## config.mk

```make
export PLATFORM = sky130hd
export DESIGN_NAME = stoch_div
export DESIGN_NICKNAME = d
export VERILOG_FILES = /design/src/rtl/stoch_pkg.sv /design/src/rtl/stoch_div.sv
export SDC_FILE = /design/constraint.sdc
export NUM_CORES = 1
export LEC_CHECK = 0
export BUFFER_PORTS_ARGS = -buffer_cell sky130_fd_sc_hd__buf_4
export CORE_MARGIN = 2
export CORE_UTILIZATION = 30
export CTS_CLUSTER_SIZE = 25
export DETAILED_ROUTE_END_ITERATION = 8
export GPL_ROUTABILITY_DRIVEN = 0
export GPL_TIMING_DRIVEN = 1
export REMOVE_ABC_BUFFERS = 1
export SYNTH_ARGS = -nofsm -noshare
export SYNTH_HDL_FRONTEND = slang
export SYNTH_SLANG_ARGS = --single-unit
```

## constraint.sdc

```tcl
create_clock -name clk -period 2.7 [get_ports clk]
set_input_delay 0 -clock clk [delete_from_list [all_inputs] [get_ports clk]]
set_output_delay 0 -clock clk [all_outputs]
set_load 0.005 [all_outputs]
```

## src/rtl/stoch_pkg.sv

```systemverilog
// stochastic oscillator: shared types and fixed constants
// no dependencies; imported by every module of the block

package stoch_pkg;

    localparam int unsigned PCT_W      = 23;
    localparam int unsigned FRAC_W     = 16;
    localparam int unsigned PCT_SCALE  = 100;
    localparam int unsigned SCALE_W    = 7;
    localparam int unsigned DIV_STEPS  = 23;
    localparam int unsigned DIV_CNT_W  = 5;
    localparam int unsigned IN_FIELD_W = 32;
    localparam int unsigned IN_DATA_W  = 96;
    localparam int unsigned OUT_DATA_W = 48;
    localparam int unsigned OUT_USER_W = 3;

    localparam logic [PCT_W-1:0] K_FULL_SCALE = 23'd6553600;

    typedef enum logic [3:0] {
        ST_IDLE,
        ST_SCAN,
        ST_PREP,
        ST_MUL,
        ST_KDIV,
        ST_KUPD,
        ST_DAVG,
        ST_OUT
    } state_t;

    typedef struct packed {
        logic busy;
        logic done;
    } div_stat_t;

endpackage

```

## src/rtl/stoch_div.sv

```systemverilog
// stochastic oscillator: restoring divider, one quotient bit per cycle
// quotient below 2^23 assumed, so the remainder is seeded; uses stoch_pkg

module stoch_div
    import stoch_pkg::*;
#(
    parameter int unsigned DEN_W = 32
)
(
    input  logic             clk,
    input  logic             rst_n,
    input  logic             start,
    input  logic [DEN_W-1:0] init_rem,
    input  logic [PCT_W-1:0] dividend_lo,
    input  logic [DEN_W-1:0] den,
    output div_stat_t        stat,
    output logic [PCT_W-1:0] quotient
);

    logic                 busy_reg;
    logic                 done_reg;
    logic [DIV_CNT_W-1:0] cnt_reg;
    logic [DEN_W-1:0]     rem_reg;
    logic [DEN_W-1:0]     den_reg;
    logic [PCT_W-1:0]     lo_reg;
    logic [PCT_W-1:0]     q_reg;
    logic [DEN_W:0]       trial;
    logic                 fits;
    logic                 last_step;

    assign trial     = {rem_reg, lo_reg[PCT_W-1]};
    assign fits      = trial >= {1'b0, den_reg};
    assign last_step = cnt_reg == DIV_CNT_W'(DIV_STEPS - 1);

    always_ff @(posedge clk or negedge rst_n)
    begin
        if (!rst_n)
        begin
            busy_reg <= 1'b0;
            done_reg <= 1'b0;
            cnt_reg  <= '0;
        end
        else
        begin
            done_reg <= busy_reg && last_step;
            if (start)
            begin
                busy_reg <= 1'b1;
                cnt_reg  <= '0;
            end
            else if (busy_reg)
            begin
                cnt_reg <= cnt_reg + 1'b1;
                if (last_step)
                    busy_reg <= 1'b0;
            end
        end
    end

    always_ff @(posedge clk)
    begin
        if (start)
        begin
            rem_reg <= init_rem;
            lo_reg  <= dividend_lo;
            den_reg <= den;
            q_reg   <= '0;
        end
        else if (busy_reg)
        begin
            rem_reg <= fits ? DEN_W'(trial - {1'b0, den_reg}) : DEN_W'(trial);
            lo_reg  <= {lo_reg[PCT_W-2:0], 1'b0};
            q_reg   <= {q_reg[PCT_W-2:0], fits};
        end
    end

    assign stat.busy = busy_reg;
    assign stat.done = done_reg;
    assign quotient  = q_reg;

endmodule

```

==> impl_metrics.py <==
metrics = {
    "outcome": {
        "status": "finished with violations",
        "violations": "setup timing",
    },
    "drt": {
        "drt-initial-drc-count": 294,
        "wl_um": 18830,
        "vias_per_cell": 4.770,
        "post-route-drc-count": 0,
        "vias": 6006,
        "wl_per_cell_um": 14.96,
        "first_pass_iters": 5,
        "postRouteAntennaNets": 0,
    },
    "floorplanning": {
        "die_w_um": 154.5,
        "initial_core_util_pct": 30.27,
        "dieArea_um2": 23860,
        "core_area_um2": 22430,
        "die_height_um": 154.5,
        "num_io_pins": 115,
        "row_count": 55,
    },
    "clocking": {
        "clk_pin_slew_worst_paths_ns": 0.06,
        "insertion_delay_ns": 0.42,
        "cts_sinks": 117,
        "htree_levels": 4,
        "clock_path_buffers": 2,
        "cts_root_buffer": "clkbuf_16",
        "tritoncts": "built",
        "cts_buffers": 17,
    },
    "synth": {
        "synth_top_area_share_pct": 38.47,
        "synthTopCellsByArea": "edfxtp_1 38%, dfxtp_1 6.8%, ha_1 6.3%",
        "synth_edf_count": 87,
        "synth.distinct_cells": 63,
        "postSynthAreaPerCell_um2": 10.35,
        "postSynthCellCount": 656,
        "netlist_area_um2": 6792,
        "ys_async_sr_fraction_pct": 5.983,
        "synth_flop_cell": "edfxtp_1",
        "yosysSeqAreaShare_pct": 47.83,
        "ys_warn_count": 0,
        "synth_top_area_cell": "edfxtp_1",
        "ys_ff_latch": 117,
    },
    "placed_design": {
        "port_buffers": 114,
        "dp_slack_ns": -0.2976,
        "detailed_place_hpwl_um": 12540,
    },
    "finish": {
        "layout_commonest_cell": "buf_4",
        "nets": 1086,
        "syn2layout_area_growth_pct": 58.86,
        "drive_gt1_share_pct": 37.47,
        "n_antenna_cell": 0,
        "final_cell_mix": "225 x buf_4, 88 x dlygate4sd3_1, 87 x edfxtp_1, 53 x nand2_1, 53 x nor2_1",
    },
    "worst_setup_path": {
        "endpoint_kind": "flop",
        "path_cells": "ha_1 > nor2b_4 > o31a_1 > o2111ai_2 > nand4_2 > a211oi_2 > o31a_4 > buf_12 > mux2i_1 > mux2_4",
        "cpPeakStageDelay_ns": 0.42,
        "crit_type": "flop to flop",
        "cp_top_family": "compound AO/OA/AOI/OAI gates",
        "cp_max_fo": 7,
        "required_ns": 2.87,
        "cp_slowest_cell": "edfxtp_1",
        "arrival_ns": 2.99,
        "critPathBufInv": 1,
        "start_kind": "flop",
    },
    "power_and_ir_drop": {
        "p_leak_uw": 0.004779,
        "vdd.ir_drop.worst_v": 0.0005469,
        "power.density_nw_per_um2": 1004,
        "p_total_uw": 10830,
    },
    "global_routing": {
        "first_global_vias": 6193,
        "grt_util_all_layers_pct": 15.68,
        "grt_overflow": 0,
        "antenna_found_initial": 0,
        "grt_pass1_wl_um": 30120,
        "grt_max_degree": 103,
    },
    "timing": {
        "fin_skew_ns": 0.01293,
        "rsz0062_at_grt": "yes",
        "slew_headroom_pct": 66.91,
        "setup_ws_ns": -0.1232,
        "hold_viol_final": 0,
        "setup_viol": 31,
        "period_share_pct": 104.6,
        "drv_slew": 0,
        "fin_crit_ns": 2.823,
        "max_freq_ghz": 0.3542,
        "worstMarginPinSlew_ns": 0.4963,
    },
    "job": {
        "cap_viol_max_count": 0,
    },
    "hold_path": {
        "hp-class": "input port to flop",
    },
}
[through the flow]
step | setup TNS (ns) | instances | hold WS (ns) | utilization, % | cell area (um^2)
finish | -1.850 | 1259 | 0.03372 | 48.09 | 10790
CTS | -1.332 | 1242 | 0.02210 | 45.77 | 10270
global placement | -4.826 | 1107 | -0.1814 | 38.07 | 8541
detailed placement | -6.734 | 1107 | -0.1797 | 38.07 | 8541
global route | -6.407 | 1259 | 0.03366 | 48.09 | 10790
floorplan | -38.24 | 613 | -0.2956 | - | 6574
[what timing repair did]
| action | CTS | global route |
|---|---|---|
| hold buffers | 88 | 0 |
| pin swaps | 15 | 27 |
| setup buffers | 15 | 15 |
| setup endpoints to repair | 33 | 33 |
| cloned | 0 | 2 |
| endpoints found under the hold margin | 93 | 0 |
| gates resized for setup | 26 | 65 |
[where the power goes]
group / internal [uW] / leakage [uW] / switching (uW)
sequential: 2370 / 0.00118 / 234
combinational: 3140 / 0.00331 / 2850
clock: 1270 / 0.000290 / 967
[final timing paths]
kind / startpoint / to / slack, ns / cells after the start
max: rem_reg[0]$_DFFE_PP_ / rem_reg[0]$_DFFE_PP_ / -0.12 / 10
min: init_rem[24] / rem_reg[24]$_DFFE_PP_ / 0.03 / 4
max reg2reg: rem_reg[0]$_DFFE_PP_ / rem_reg[0]$_DFFE_PP_ / -0.12 / 10
min reg2reg: quotient[22]$_SDFFE_PP0P_ / quotient[22]$_SDFFE_PP0P_ / 0.51 / 2
max in group asynchronous: rst_n / busy_reg$_DFF_PN0_ / 1.91 / 3
min in group asynchronous: rst_n / cnt_reg[2]$_DFFE_PN0P_ / 0.53 / 3
[layout make-up]
class / instances / area, um^2
flip-flops and latches: 117 / 3248
multi-input cells: 450 / 3618
clock buffers: 18 / 450.4
inverters: 46 / 172.7
repair buffers: 329 / 2816
fillers: 2089 / 11640
well taps: 285 / 356.6
clock inverters: 14 / 126.4
[synthesized netlist by cell type, drive strengths merged (4+ instances only)]
master   number
mux2i        34
a211oi        4
buf          25
nand2        58
o2111ai       4
dfxtp        23
o31ai         4
xor2         14
dfrtp         7
nor2         54
clkbuf       18
a31oi         9
xnor2        15
and3          5
mux2         23
o21ai        26
a21o         11
o211ai        8
and2          4
nand3        23
a21oi        40
o311ai       15
nor3          6
edfxtp       87
ha           34
nand4        12
inv          46
[metal layers]
| metal | share of wire [%] | GRT usage (%) |
|---|---|---|
| met5 | 0 | 0 |
| met4 | 0.83 | 4.101 |
| met3 | 5.0 | 3.755 |
| met2 | 49 | 26.30 |
| met1 | 45 | 20.35 |
[cell families (layout without fill, tap and decap cells)]
| group | count (synthesis) | in the layout | share of synthesized area, % |
|---|---|---|---|
| buf+inv | 89 | 407 | 5.748 |
| flops | 117 | 117 | 47.83 |
| mux | 57 | 57 | 8.825 |
| simple gates | 179 | 179 | 12.14 |
| compound gates | 150 | 150 | 15.16 |
| fa+ha+maj | 35 | 35 | 6.559 |
| xor+xnor | 29 | 29 | 3.740 |
[worst reg2reg max path, stage by stage (launching register included)]
cell and delay [ns]:
edfxtp_1 0.42, ha_1 0.33, nor2b_4 0.13, o31a_1 0.31, o2111ai_2 0.20, nand4_2 0.14
a211oi_2 0.27, o31a_4 0.28, buf_12 0.15, mux2i_1 0.08, mux2_4 0.26
Power figures use the tool's default switching activity.
