===== src/rtl/stoch_pkg.sv =====
// stochastic oscillator: shared types and fixed constants
// no dependencies; imported by every module of the block

package stoch_pkg;

    localparam int unsigned PCT_W      = 23;
    localparam int unsigned FRAC_W     = 16;
    localparam int unsigned PCT_SCALE  = 100;
    localparam int unsigned SCALE_W    = 7;
    localparam int unsigned DIV_STEPS  = 23;
    localparam int unsigned DIV_CNT_W  = 5;
    localparam int unsigned IN_FIELD_W = 32;
    localparam int unsigned IN_DATA_W  = 96;
    localparam int unsigned OUT_DATA_W = 48;
    localparam int unsigned OUT_USER_W = 3;

    localparam logic [PCT_W-1:0] K_FULL_SCALE = 23'd6553600;

    typedef enum logic [3:0] {
        ST_IDLE,
        ST_SCAN,
        ST_PREP,
        ST_MUL,
        ST_KDIV,
        ST_KUPD,
        ST_DAVG,
        ST_OUT
    } state_t;

    typedef struct packed {
        logic busy;
        logic done;
    } div_stat_t;

endpackage


===== src/rtl/stoch_cell.sv =====
// stochastic oscillator: one window cell holding a bar's high and low
// passes its bar and a running min/max on to the next cell; uses stoch_pkg

module stoch_cell
    import stoch_pkg::*;
#(
    parameter int unsigned PRICE_BITS = 32
)
(
    input  logic                  clk,
    input  logic                  shift_en,
    input  logic [PRICE_BITS-1:0] high_in,
    input  logic [PRICE_BITS-1:0] low_in,
    input  logic [PRICE_BITS-1:0] min_in,
    input  logic [PRICE_BITS-1:0] max_in,
    output logic [PRICE_BITS-1:0] high_q,
    output logic [PRICE_BITS-1:0] low_q,
    output logic [PRICE_BITS-1:0] min_q,
    output logic [PRICE_BITS-1:0] max_q
);

    logic [PRICE_BITS-1:0] high_reg;
    logic [PRICE_BITS-1:0] low_reg;
    logic [PRICE_BITS-1:0] min_reg;
    logic [PRICE_BITS-1:0] max_reg;
    logic [PRICE_BITS-1:0] min_next;
    logic [PRICE_BITS-1:0] max_next;

    assign min_next = (low_reg < min_in) ? low_reg : min_in;
    assign max_next = (high_reg > max_in) ? high_reg : max_in;

    always_ff @(posedge clk)
    begin
        if (shift_en)
        begin
            high_reg <= high_in;
            low_reg  <= low_in;
        end
        min_reg <= min_next;
        max_reg <= max_next;
    end

    assign high_q = high_reg;
    assign low_q  = low_reg;
    assign min_q  = min_reg;
    assign max_q  = max_reg;

endmodule


===== config.mk =====
export PLATFORM = sky130hd
export DESIGN_NAME = stoch_cell
export DESIGN_NICKNAME = d
export VERILOG_FILES = /design/src/rtl/stoch_pkg.sv /design/src/rtl/stoch_cell.sv
export SDC_FILE = /design/constraint.sdc
export NUM_CORES = 1
export LEC_CHECK = 0
export ABC_AREA = 1
export BUFFER_PORTS_ARGS = -buffer_cell sky130_fd_sc_hd__buf_2
export CAP_MARGIN = 20
export CORE_UTILIZATION = 39
export DETAILED_ROUTE_END_ITERATION = 6
export PLACE_DENSITY = 0.65
export SLEW_MARGIN = 0
export SYNTH_ARGS = -nofsm -noshare
export SYNTH_HDL_FRONTEND = slang
export SYNTH_SLANG_ARGS = --single-unit

===== constraint.sdc =====
create_clock -name clk -period 3.5 [get_ports clk]
set_clock_uncertainty 0.05 [all_clocks]
set_input_delay 0.175 -clock clk [delete_from_list [all_inputs] [get_ports clk]]
set_output_delay 0.175 -clock clk [all_outputs]
set_load 0.02 [all_outputs]

==> results by group, run 1 <==
Drt
  • Antenna-violating nets left: 0
  • DR vias/cell: approximately 4.6
  • Post-Route WL: 16890 µm
  • DRC: 0
  • Routed len/inst: ~14 µm
  • Detailed Routing Iterations Pass 1: 5
  • Drt first-iter violations: 200
  • Routed vias: 5555

Synthesis
  • Cell Area, Synth: ~0.0058 mm²
  • Ys flop type: edfxtp_1
  • Post-synth ARST share: 0%
  • Yosys Warn Count: 0
  • Post-Syn Instances: between 600 and 700
  • Commonest cells in the netlist: nand2_1, inv_1, nand3_1
  • Largest cells by area after synthesis: edfxtp_1, dfxtp_1, ha_1
  • Syn_area_per_cell: about 9.4 µm²
  • Yosys top cell area share: 33.15%
  • EDFF count, synth: 64
  • Post-synth top area cell: edfxtp_1
  • Post-Syn Nets: between 800 and 900
  • Count leader, synth: nand2_1
  • Seq cells post-synth: 128
  • Yosys cell types: 20
  • Sequential cell area fraction in the yosys report: 55.26%

Power
  • Max IR drop VDD: between 0.4 and 0.5 mV
  • Leakage: 4.803 nW
  • Power per cell area: 528.3 mW/mm²

Clock network
  • Resized cells post-CTS: 0
  • Clock sinks: 128
  • CTS Buf Count: 17
  • CTS max path bufs: 2
  • Clk Latency, worst-skew pair: 0.41 ns
  • CTS hold repair buffers: 128
  • CTS HTree Levels: 4
  • CTS root buffer: clkbuf_16
  • CTS tree: yes
  • Number of post-CTS setup repair buffers: 0
  • Clock transition at the registers of the reported paths: 0.06 ns

GRT
  • GRT Residual Overflow: 0
  • Vias in the first global route: 5437
  • First-pass GRT wire length: 25390 µm
  • Largest net degree at the start of global routing: 65
  • GRT Total Usage: 21.82%
  • Initial antenna violation count: 1

Run
  • # Max-Cap Violations: 0

Finish
  • Layout area overhead: 57.98%
  • Post-route insts no fill: 1203
  • Fillers: about 1200
  • Util after Layout: 63.01%
  • # nets final: 1198
  • Layout cells sized above 1: ~29%

Floorplanning
  • Die Wd: around 120 µm
  • IO Count: 258
  • Die Ht: between 100 and 150 µm
  • Initial Util: between 30 and 40%
  • Die ar.: 0.01535 mm²
  • Core area: 0.01453 mm²
  • Row count: 44

Worst setup path
  • WP data required: 3.75 ns
  • Critical path class: in -> reg
  • CP Capture Type: flip-flop
  • WP data arrival: between 2 and 3 ns
  • CP Max Fanout: 32
  • CP startpoint kind: input port

STA
  • Post-route setup TNS: 0 ns
  • Tmin final: ~2.5 ns
  • Fmax: roughly 400 MHz
  • Slew @ Worst Pin: 0.9097 ns
  • Final Hold Viols: 0
  • Fin. max-slew vios: 0
  • Hold Slack: between 0.4 and 0.5 ns
  • Slew headroom: roughly two fifths
  • Final count of negative-setup-slack endpoints: 0
  • Fin crit share: 71.75%
  • RSZ-0062 raised after global routing: false

Outcome
  • Status: complete, no violations

Placement
  • Post-DP HPWL: approximately 11000 µm
  • Placer Congestion: ~0.8
  • Inst Count DP: 1042
  • Port Buf Inserts: 257

Hold path
  • HP Class: in -> reg
## layer usage
| layer | vias to the layer above | track usage [%] | part of all wire, % |
|---|---|---|---|
| met4 | 0 | 6.994 | 1.5 |
| met5 | - | 0 | 0 |
| met3 | 24 | 7.921 | 9.5 |
| met2 | 245 | 40.42 | 51 |
| met1 | 2497 | 22.70 | 38 |
| li1 | 2789 | - | - |
## area by class of cell
class,count,area (µm²),area share (%)
Clock buffer,20,446.7,4.878
Tap cell,184,230.2,2.514
Sequential cell,128,3203,34.98
Multi-Input combinational cell,388,2181,23.81
Timing Repair Buffer,390,2605,28.45
Antenna cell,1,2.502,0.02733
Inverter,80,300.3,3.279
Clock inverter,12,188.9,2.063
## state kept, by name, summed over array words and instances (netlist names)
register,count
low_q,32
high_q,32
min_q,32
max_q,32
## placed cells by master (no fill, tap or decap), types with 20 or more instances in the layout
cell type	instances
a21oi_1	27
inv_1	80
dlygate4sd3_1	128
dfxtp_1	64
ha_1	63
edfxtp_1	64
nand2_1	189
nand3_1	69
nor2_1	20
buf_2	257
## kinds of logic (layout without fill, tap and decap cells)
logic type | count (synthesis) | count (layout) | synth area share, %
AOI/OAI and AO/OA | 38 | 38 | 3.605
adders and majority gates | 63 | 63 | 13.60
buffers and inverters | 98 | 502 | 7.123
DFF | 128 | 128 | 55.26
other | 0 | 1 | 0
and+or+nand+nor | 287 | 287 | 20.42
## through the flow
| step | setup WS, ns | instance area [µm²] | total power, mW |
|---|---|---|---|
| after floorplan | 1.644 | 5797 | 2.473 |
| after global placement | 1.098 | 7238 | 2.828 |
| after detailed placement | 0.9787 | 7238 | 2.839 |
| after CTS | 0.9553 | 9155 | 4.866 |
| after global routing | 0.7725 | 9158 | 5.082 |
| final | 0.9887 | 9158 | 4.838 |
## worst max-delay path, cell delays in order
cell,delay [ns]
dlygate4sd3_1,0.53
buf_2,0.12
inv_1,0.04
ha_1,0.30
a21oi_1,0.15
o21ai_1,0.07
nand2_1,0.06
nand3_1,0.13
a21oi_4,0.40
nand2_2,0.50
nand2_1,0.21
nand2_1,0.06
## path summary, 6_finish.rpt
path,startpoint,end,cells after the start,slack (ns)
setup / recovery,min_in[17],min_q[23],12,0.99
hold reg to reg,high_q[31],max_q[31],2,0.48
hold / removal,low_in[13],low_q[13],2,0.41
setup reg to reg,low_q[21],min_q[23],9,1.01
## power breakdown
part | internal (mW) | leakage (nW) | switching [mW] | total [mW]
clock network | 1.27 | 0.309 | 0.634 | 1.91
logic | 0.426 | 3.33 | 0.644 | 1.07
registers | 1.78 | 1.17 | 0.0846 | 1.86
(Power assumes the default switching activity.)
==> run 2: changes to the inputs <==
--- a/config.mk
+++ b/config.mk
@@ -5,12 +5,12 @@
 export SDC_FILE = /design/constraint.sdc
 export NUM_CORES = 1
 export LEC_CHECK = 0
-export ABC_AREA = 1
+export ABC_AREA = 0
 export BUFFER_PORTS_ARGS = -buffer_cell sky130_fd_sc_hd__buf_2
 export CAP_MARGIN = 20
 export CORE_UTILIZATION = 39
 export DETAILED_ROUTE_END_ITERATION = 6
-export PLACE_DENSITY = 0.65
+export PLACE_DENSITY = 0.68
 export SLEW_MARGIN = 0
 export SYNTH_ARGS = -nofsm -noshare
 export SYNTH_HDL_FRONTEND = slang
==> constraint.sdc (replaced) <==
create_clock -name clk -period 2.2 [get_ports clk]
set_clock_uncertainty 0.05 [all_clocks]
set_input_delay 0.11 -clock clk [delete_from_list [all_inputs] [get_ports clk]]
set_output_delay 0.11 -clock clk [all_outputs]
set_load 0.02 [all_outputs]
==> results by group, run 2 <==
Finish
  • Fillers: 922 (-24%)
  • Layout cells sized above 1: 50.00% (+21 points)
  • Most frequent cells in the layout: buf_2, dlygate4sd3_1, buf_4
  • Util after Layout: 72.75% (+9.7 points)
  • Storage cell area: 0.003203 mm² (unchanged)
  • Most common cell after layout, fill and taps aside: buf_2
  • Layout area overhead: 79.89%
  • # nets final: 1112 (-7.2%)
  • Final Cell Area: 0.01025 mm² (+12%)
  • Multi-input logic area: 0.002510 mm² (+15%)

Floorplanning
  • Initial Util: 40.44% (+0.56 points)
  • Die Ht: 122.9 µm (-0.82%)
  • Die ar.: 0.01510 mm² (-1.6%)
  • Core area: 0.01410 mm² (-3.0%)
  • IO Count: 258 (unchanged)
  • Row count: 43 (-2.3%)
  • Die Wd: 122.9 µm (-0.82%)

Synthesis
  • Sequential cell area fraction in the yosys report: 56.19% (+0.93 points)
  • Syn_area_per_cell: 13.51 µm² (+43%)
  • Post-Syn Nets: 615 (-24%)
  • Yosys top cell area share: 33.71% (+0.56 points)
  • EDFF count, synth: 64 (unchanged)
  • Largest cells by area after synthesis: edfxtp_1, dfxtp_1, ha_1
  • Post-synth top area cell: edfxtp_1
  • Seq cells post-synth: 128 (unchanged)
  • Commonest cells in the netlist: dfxtp_1, edfxtp_1, ha_1, inv_1, mux2_2
  • Ys flop type: edfxtp_1
  • Yosys Warn Count: 0 (unchanged)
  • Cell Area, Synth: 0.005700 mm² (-1.7%)
  • Yosys cell types: 34 (+70%)
  • Post-synth ARST share: 0% (unchanged)
  • Post-Syn Instances: 422 (-31%)

Power
  • Power per cell area: 762.9 mW/mm² (+44%)
  • Comb pwr share: 28.1% (+6.0 points)
  • Clk pwr share: 34.8% (-4.6 points)
  • Overall Power: 7.823 mW (+62%)
  • Max IR drop VDD: 0.5271 mV (+23%)
  • Sw Share: 27.88% (-0.28 points)
  • Internal: 5.642 mW (+62%)
  • Leakage: 5.140 nW (+7.0%)
  • Flop pwr share: 37.1% (-1.3 points)
  • Net switching power: 2.181 mW (+60%)

Worst setup path
  • R2r setup slk: -0.60 ns (-1.61 ns)
  • Critical path, cell by cell: ha_4, a21o_1, a21o_1, a221o_1, a211o_1, a2111oi_4, buf_6, clkbuf_16, mux2_4
  • R2R cell count: 9 (unchanged)
  • Critical path class: reg -> reg
  • CP Max Fanout: 5 (-84%)
  • Critical path's slowest cell: edfxtp_1
  • FF-to-FF Start: low_q[13]
  • WP data required: 2.46 ns (-1.29 ns)
  • WP data arrival: 3.06 ns (+0.30 ns)
  • R2r endpoint: min_q[4]
  • Cell mode on critical path: a21o_1
  • CP max stage delay: 0.44 ns (-0.09 ns)
  • CP Capture Type: flip-flop
  • CP startpoint kind: flip-flop

Drt
  • Detailed Routing Iterations Pass 1: 5 (unchanged)
  • Met1 wire length: 6895 µm (+7.0%)
  • Routed vias: 5257 (-5.4%)
  • DRC: 0 (unchanged)
  • Post-Route WL: 18490 µm (+9.5%)
  • Drt first-iter violations: 190 (-5.0%)
  • Routed len/inst: 16.61 µm (+18%)
  • Antenna-violating nets left: 0 (unchanged)
  • Met3 wire len: 975 µm (-39%)
  • Routed wl met2: 9994 µm (+16%)
  • DR vias/cell: 4.723 (+2.3%)
  • Max Used Layer: met4

STA
  • Tmin final: roughly 2.8 ns
  • Final count of negative-setup-slack endpoints: 64 (+64)
  • Final worst slack: -0.5975 ns (-1.586 ns)
  • Final Hold Viols: 0 (unchanged)
  • Slew @ Worst Pin: 0.6540 ns (-0.2557 ns)
  • RSZ-0062 raised after global routing: true
  • Fin. max-slew vios: 0 (unchanged)
  • Slew headroom: 56.00% (+17 points)
  • Fin crit share: 127.2%
  • Fmax: 357.5 MHz
  • Post-route setup TNS: -33.04 ns (-33.04 ns)

Outcome
  • Failing checks: negative setup slack
  • Status: finished, violations left

Clock network
  • CTS Buf Count: 17 (unchanged)
  • Clock transition at the registers of the reported paths: 0.06 ns (about the same)
  • CTS root buffer: clkbuf_16
  • Clock sinks: 128 (unchanged)
  • CTS HTree Levels: 4 (unchanged)
  • CTS tree: yes
  • Clk Latency, worst-skew pair: 0.43 ns (+0.02 ns)
  • CTS max path bufs: 2 (unchanged)

Placement
  • Placer Congestion: 0.7725 (-3.5%)
  • Pre-CTS setup slack: -0.6447 ns (-1.623 ns)
  • Placed Area: 0.007915 mm² (+9.4%)
  • Port Buf Inserts: 257 (unchanged)
  • Post-DP HPWL: 11720 µm (+6.3%)

GRT
  • Largest net degree at the start of global routing: 65 (unchanged)
  • Vias in the first global route: 5735 (+5.5%)
  • Initial antenna violation count: 1 (unchanged)
  • First-pass GRT wire length: 27300 µm (+7.5%)
  • GRT Residual Overflow: 0 (unchanged)
  • GRT Total Usage: 24.36% (+2.5 points)

Hold path
  • Hold path depth: 2 (unchanged)
  • Min-delay src: shift_en
  • End of the worst hold path: high_q[11]
  • HP Class: in -> reg

Run
  • # Max-Cap Violations: 0 (unchanged)
## run 2: changes by cell type after synthesis, sizes merged, moves of 5 or more
cell   previous run  this run
a21o              2         8
nor2             20         3
inv              80        63
nand2           193        15
nand3            69         7
nand4             3         8
mux2              0        64
buf              15         6
## run 2: cells by family (layout without fill, tap and decap cells)
logic type	count (synthesis)	after routing	share of synthesized area, %
other cells	0	1	0
flops	128	128	56.19
simple gates	47	47	4.456
buf+inv	69	579	5.004
compound gates	51	51	5.904
fa+ha+maj	63	63	13.83
mux	64	64	14.62
## run 2: area by class of cell
class	count	share of cell area [%]
Timing Repair Buffer	484	34.24
Multi-Input combinational cell	225	24.48
Sequential cell	128	31.23
Antenna cell	1	0.02440
Inverter	63	2.306
Clock inverter	10	1.098
Tap cell	180	2.196
Clock buffer	22	4.429
## run 2: worst max-delay path by stage
| stage | from | endpoint |
|---|---|---|
| after floorplan | low_q[13] | min_q[10] |
| after global placement | low_q[13] | min_q[0] |
| after detailed placement | low_q[13] | min_q[0] |
| after CTS | low_q[13] | min_q[18] |
| after global routing | low_q[13] | min_q[18] |
| final | low_q[13] | min_q[4] |
## run 2: through the flow
step | instances | hold WS, ns
2_1_floorplan | 422 | 0.1589
3_3_place_gp | 929 | 0.2364
3_5_place_dp | 929 | 0.2381
4_1_cts | 1104 | 0.1787
5_1_grt | 1113 | 0.1811
6_report | 1113 | 0.1712
## run 2: critical path: cells and delay by family (launching register included)
family          cells  cell delay (ns)
mux                 1             0.29
buf+inv             2             0.38
fa+ha+maj           1             0.25
flops               1             0.44
compound gates      5             1.27
## run 2: timing repair
item,CTS,global route
gates resized for setup,26,13
gates cloned,4,2
hold endpoints to repair,128,0
hold buffers,128,0
setup buffers,11,8
endpoints found under the setup margin,64,64
pin swaps,5,11
## run 2: layer usage
metal | vias up | track usage, %
met5 | - | 0
met4 | 0 | 13.95
met3 | 54 | 6.873
met2 | 184 | 44.35
met1 | 2503 | 24.85
li1 | 2516 | -
## run 2: power groups by stage
stage / Clock (mW) / Sequential [mW] / Combinational [mW]
2_1_floorplan: 0 / 3.29 / 0.670
3_3_place_gp: 0 / 2.93 / 1.70
3_5_place_dp: 0 / 2.94 / 1.74
4_1_cts: 2.75 / 2.90 / 2.10
5_1_grt: 2.88 / 2.93 / 2.34
6_report: 2.72 / 2.90 / 2.20
